===== config.mk =====
export PLATFORM = sky130hd
export DESIGN_NAME = mte_ctrl
export DESIGN_NICKNAME = d
export VERILOG_FILES = /design/src/hw/rtl/mte_pkg.sv /design/src/hw/rtl/mte_ctrl.sv
export SDC_FILE = /design/constraint.sdc
export NUM_CORES = 1
export LEC_CHECK = 0
export ABC_AREA = 1
export BUFFER_PORTS_ARGS = -buffer_cell sky130_fd_sc_hd__buf_4
export CORE_MARGIN = 2
export CORE_UTILIZATION = 32
export DETAILED_ROUTE_END_ITERATION = 7
export PLACE_DENSITY = 0.57
export SLEW_MARGIN = 25
export SYNTH_ARGS = -nofsm -noshare
export SYNTH_HDL_FRONTEND = slang
export SYNTH_SLANG_ARGS = --single-unit

===== constraint.sdc =====
create_clock -name aclk -period 0.9 [get_ports aclk]
set_input_delay 0.135 -clock aclk [delete_from_list [all_inputs] [get_ports aclk]]
set_output_delay 0.135 -clock aclk [all_outputs]
set_load 0.1 [all_outputs]

===== src/hw/rtl/mte_pkg.sv =====
// Shared types and constants of the escape-time pixel evaluator.
package mte_pkg;

    localparam int COORD_W   = 32;               // z and c components, signed
    localparam int PROD_W    = 2 * COORD_W;      // exact product width
    localparam int STEP_W    = 31;               // x_step, y_step, escape_radius_sq
    localparam int CFG_ADDR_W = 3;
    localparam int CFG_DATA_W = 32;

    localparam int DEF_IMAGE_WIDTH     = 1024;
    localparam int DEF_IMAGE_HEIGHT    = 1024;
    localparam int DEF_COORD_FRAC_BITS = 28;
    localparam int DEF_ITER_BITS       = 16;

    localparam logic signed [COORD_W-1:0] X_MIN_RESET = -32'sd536870912;
    localparam logic signed [COORD_W-1:0] Y_MIN_RESET = -32'sd402653184;
    localparam logic [STEP_W-1:0] X_STEP_RESET    = 31'd786432;
    localparam logic [STEP_W-1:0] Y_STEP_RESET    = 31'd786432;
    localparam logic [STEP_W-1:0] RADIUS_SQ_RESET = 31'd1073741824;
    localparam int unsigned       MAX_ITER_RESET  = 256;

    localparam logic [CFG_ADDR_W-1:0] CFG_X_MIN     = 3'd0;
    localparam logic [CFG_ADDR_W-1:0] CFG_Y_MIN     = 3'd1;
    localparam logic [CFG_ADDR_W-1:0] CFG_X_STEP    = 3'd2;
    localparam logic [CFG_ADDR_W-1:0] CFG_Y_STEP    = 3'd3;
    localparam logic [CFG_ADDR_W-1:0] CFG_MAX_ITER  = 3'd4;
    localparam logic [CFG_ADDR_W-1:0] CFG_RADIUS_SQ = 3'd5;

    typedef enum logic [5:0] {
        ST_IDLE     = 6'b000001,
        ST_MAP_MUL  = 6'b000010,
        ST_MAP_ADD  = 6'b000100,
        ST_ITER_MUL = 6'b001000,
        ST_ITER_UPD = 6'b010000,
        ST_FINISH   = 6'b100000
    } state_t;

    typedef struct packed {
        logic load_pixel;
        logic map_mul;
        logic map_add;
        logic iter_mul;
        logic iter_upd;
        logic out_load;
    } cmd_t;

    typedef struct packed {
        logic count_lt_max;
        logic escaped;
    } status_t;

endpackage


===== src/hw/rtl/mte_ctrl.sv =====
// Sequencer of the escape-time evaluator: handshakes and per-step commands.
module mte_ctrl (
    input  logic            aclk,
    input  logic            aresetn,
    input  logic            s_valid,
    output logic            s_ready,
    output logic            m_valid,
    input  logic            m_ready,
    input  mte_pkg::status_t status,
    output mte_pkg::cmd_t    cmd
);

    mte_pkg::state_t state_reg, state_next;
    logic            out_valid_reg, out_valid_next;
    logic            out_free;

    assign out_free = !out_valid_reg || m_ready;
    assign s_ready  = (state_reg == mte_pkg::ST_IDLE);
    assign m_valid  = out_valid_reg;

    always_comb begin
        state_next = state_reg;
        cmd        = '0;
        case (state_reg)
            mte_pkg::ST_IDLE: begin
                if (s_valid) begin
                    cmd.load_pixel = 1'b1;
                    state_next     = mte_pkg::ST_MAP_MUL;
                end
            end
            mte_pkg::ST_MAP_MUL: begin
                cmd.map_mul = 1'b1;
                state_next  = mte_pkg::ST_MAP_ADD;
            end
            mte_pkg::ST_MAP_ADD: begin
                cmd.map_add = 1'b1;
                state_next  = mte_pkg::ST_ITER_MUL;
            end
            mte_pkg::ST_ITER_MUL: begin
                if (status.count_lt_max) begin
                    cmd.iter_mul = 1'b1;
                    state_next   = mte_pkg::ST_ITER_UPD;
                end else begin
                    state_next = mte_pkg::ST_FINISH;
                end
            end
            mte_pkg::ST_ITER_UPD: begin
                if (status.escaped) begin
                    state_next = mte_pkg::ST_FINISH;
                end else begin
                    cmd.iter_upd = 1'b1;
                    state_next   = mte_pkg::ST_ITER_MUL;
                end
            end
            mte_pkg::ST_FINISH: begin
                // hold until the output register can take the result
                if (out_free) begin
                    cmd.out_load = 1'b1;
                    state_next   = mte_pkg::ST_IDLE;
                end
            end
            default: begin
                state_next = mte_pkg::ST_IDLE;
            end
        endcase
    end

    always_comb begin
        out_valid_next = out_valid_reg;
        if (cmd.out_load) begin
            out_valid_next = 1'b1;
        end else if (m_ready) begin
            out_valid_next = 1'b0;
        end
    end

    always_ff @(posedge aclk) begin
        if (!aresetn) begin
            state_reg     <= mte_pkg::ST_IDLE;
            out_valid_reg <= 1'b0;
        end else begin
            state_reg     <= state_next;
            out_valid_reg <= out_valid_next;
        end
    end

endmodule


==> results by group <==
Outcome
  – Run status: finished, violations left
  – Failing checks: setup timing

CTS
  – Reg clk slew, reported paths: 0.05 ns
  – CTS tree: built
  – CTS Hold Buffers Added: 0
  – Clock latency on the worst-skew pair: 0.25 ns
  – Number of H-tree levels: 1
  – CTS root buf: clkbuf_4
  – CTS max path bufs: 2
  – Clock sink total: 7
  – Num CTS Buffers: 3

Worst hold path
  – Min-delay worst type: primary input to flop
  – Min-Delay Startpoint: aresetn
  – WHS Path Cells: 3
  – Worst hold endpoint: state_reg[5]

Pwr
  – LEAKAGE: 0.409 nW
  – Worst IR drop on VDD: 0.995 mV
  – Power density over the cells: 1170 mW/mm^2

Die
  – Core Region: 0.00132 mm^2
  – Io pins: 14
  – Initial cell density of the core: 35.0%
  – Rows: 13
  – Die Wd: 42.0 um
  – Die Span Y: 42.0 um
  – Die area: 0.00176 mm^2

Critical path
  – Worst Path Buf+Inv: 1
  – Worst Setup Start Kind: flop
  – Crit-path max cell delay: 0.35 ns
  – Worst Setup End Kind: output port
  – Top cell family by delay on the critical path: simple AND/OR/NAND/NOR gates
  – Worst Path Arrival: 1.34 ns
  – Crit-path slowest cell: dfxtp_4
  – Worst path required time: 0.76 ns
  – Cell mode on critical path: nor2_4
  – CP Max Fanout: 6
  – Reg2reg start: state_reg[3]
  – Kind of critical path: flop to output port
  – Worst r2r dst: state_reg[3]
  – Worst R2R Path Depth: 8
  – Register-to-register setup slack: -0.47 ns
  – CP cell instances: nor2_4 -> nand3_2 -> nor2_4 -> buf_12

Synth
  – #FFs+latches synth: 7
  – Cells after Synth: 66
  – Synth Cell Area: 462 um^2
  – Synth warnings: 0
  – Netlist cell types: 15
  – Syn_nets: 72
  – Mean Syn Cell Area: 7.00 um^2
  – Sequential-to-total area share from yosys stat: 30.4%

Layout
  – Layout fillers: 111
  – Share of layout cells above drive strength 1: 67.7%
  – Fin cells: 114
  – Layout area overhead: 101%
  – # diodes: 0
  – Final Core Density: 70.6%
  – Fin nets: 106
  – Fin area: 930 um^2
  – Max reg flops: 6

Global routing
  – Largest net degree at the start of global routing: 8
  – Initial antenna violation count: 0
  – GRT Resource Usage Total: 16.1%
  – First-pass GRT wire length: 2040 um
  – Total grt overflow: 0
  – Vias in the first global route: 486

Timing
  – Final worst path period share: 164%
  – Pin slew with the least headroom to its limit: 0.292 ns
  – Setup Viol. Count Final: 15
  – Max-slew violation count: 0
  – Final hold viol count: 0
  – Fin crit period: 1.47 ns
  – Worst-case clock skew: 0.00138 ns
  – Relative slew slack: 80.5%
  – Achievable Freq: 0.679 GHz
  – RSZ-0062 raised after global routing: true
  – Final worst slack: -0.572 ns

Routing
  – DRT Wirelength: 1350 um
  – Via count: 538
  – Avg WL per Cell: 11.9 um
  – DRC Markers: 0
  – Via density per instance: 4.72
  – Antenna viol nets, final: 0
  – Drt pass-1 iters: 4
  – Initial DRC count: 9

Job
  – Max cap viols: 0

Place
  – Inst Count DP: 104
  – Final HPWL DP: 816 um
  – Placed cell area: 712 um^2
  – Port bufs: 13
  – GP Congestion: 0.788
Yosys cell counts:
cell type  count  area, um^2
dfxtp_1        7         140
nor3_1         1        5.00
inv_2          2        7.51
nor2_1        13        48.8
nand3_1        5        25.0
nand3_2        2        20.0
inv_1         14        52.6
nand2_1        6        22.5
nor2_4         5        56.3
nand3_4        1        17.5
nand4_1        4        25.0
nor2_2         3        18.8
buf_4          1        7.51
nor3_2         1        10.0
a21oi_1        1        5.00
routing by layer:
layer | GRT usage [%] | vias up | wire, um
met1 | 16.2 | 256 | 492
met5 | 0 | - | 0
met2 | 28.4 | 14 | 768
li1 | - | 266 | -
met3 | 7.76 | 2 | 77
met4 | 5.81 | 0 | 12
layout by cell type (no fill, tap or decap), drive strengths merged:
master / synthesis / routed
inv: 16 / 13
a21oi: 1 / 1
clkinvlp: 0 / 3
nor2: 21 / 21
buf: 1 / 30
nand3: 8 / 8
nand4: 4 / 4
nand2: 6 / 6
clkbuf: 0 / 4
dfxtp: 7 / 7
nor3: 2 / 2
tightest hold or removal path, stage by stage:
cell and delay (ns):
buf_4 0.08, nand2_1 0.04, inv_1 0.04
worst max-delay path by stage:
stage | depth (start not counted) | startpoint | slack (ns) | to
floorplan | 5 | state_reg[2] | -0.48 | state_reg[3]
global placement | 4 | state_reg[0] | -0.34 | cmd[2]
detailed placement | 4 | state_reg[0] | -0.35 | cmd[2]
CTS | 4 | state_reg[1] | -0.55 | cmd[2]
global route | 4 | state_reg[3] | -0.64 | cmd[4]
finish | 4 | state_reg[3] | -0.57 | cmd[1]
stage by stage:
step | hold slack (ns) | worst slack [ns] | total power [mW] | TNS (ns)
after detailed placement | 0.334 | -0.355 | 0.704 | -3.28
after global routing | 0.0802 | -0.642 | 1.15 | -6.71
final | 0.0726 | -0.572 | 1.09 | -5.75
after floorplan | 0.233 | -0.477 | 0.589 | -2.97
after global placement | 0.330 | -0.343 | 0.700 | -3.29
after CTS | 0.0675 | -0.552 | 1.06 | -5.05
power breakdown:
part / leakage, nW / total [mW] / switching (mW) / internal [mW]
sequential: 0.0602 / 0.333 / 0.0152 / 0.318
combinational: 0.334 / 0.468 / 0.273 / 0.195
clock: 0.0150 / 0.288 / 0.118 / 0.169
final cells by class:
class | count | area (um^2) | share of cell area (%)
inverter | 16 | 78.8 | 8.48
timing repair buffer | 30 | 339 | 36.5
clock buffer | 4 | 26.3 | 2.83
tap | 15 | 18.8 | 2.02
sequential | 7 | 154 | 16.6
multi-input combinational | 42 | 313 | 33.6
cells by family after synthesis:
group / share of synthesized area [%]
and+or+nand+nor: 53.9
buffers and inverters: 14.6
AOI/OAI and AO/OA: 1.08
DFF: 30.4
repair_timing:
item,in CTS,in global routing
setup endpoints to repair,15,15
buffers inserted,4,4
pin swaps,7,10
gates resized for setup,28,9
Power figures use the tool's default switching activity.
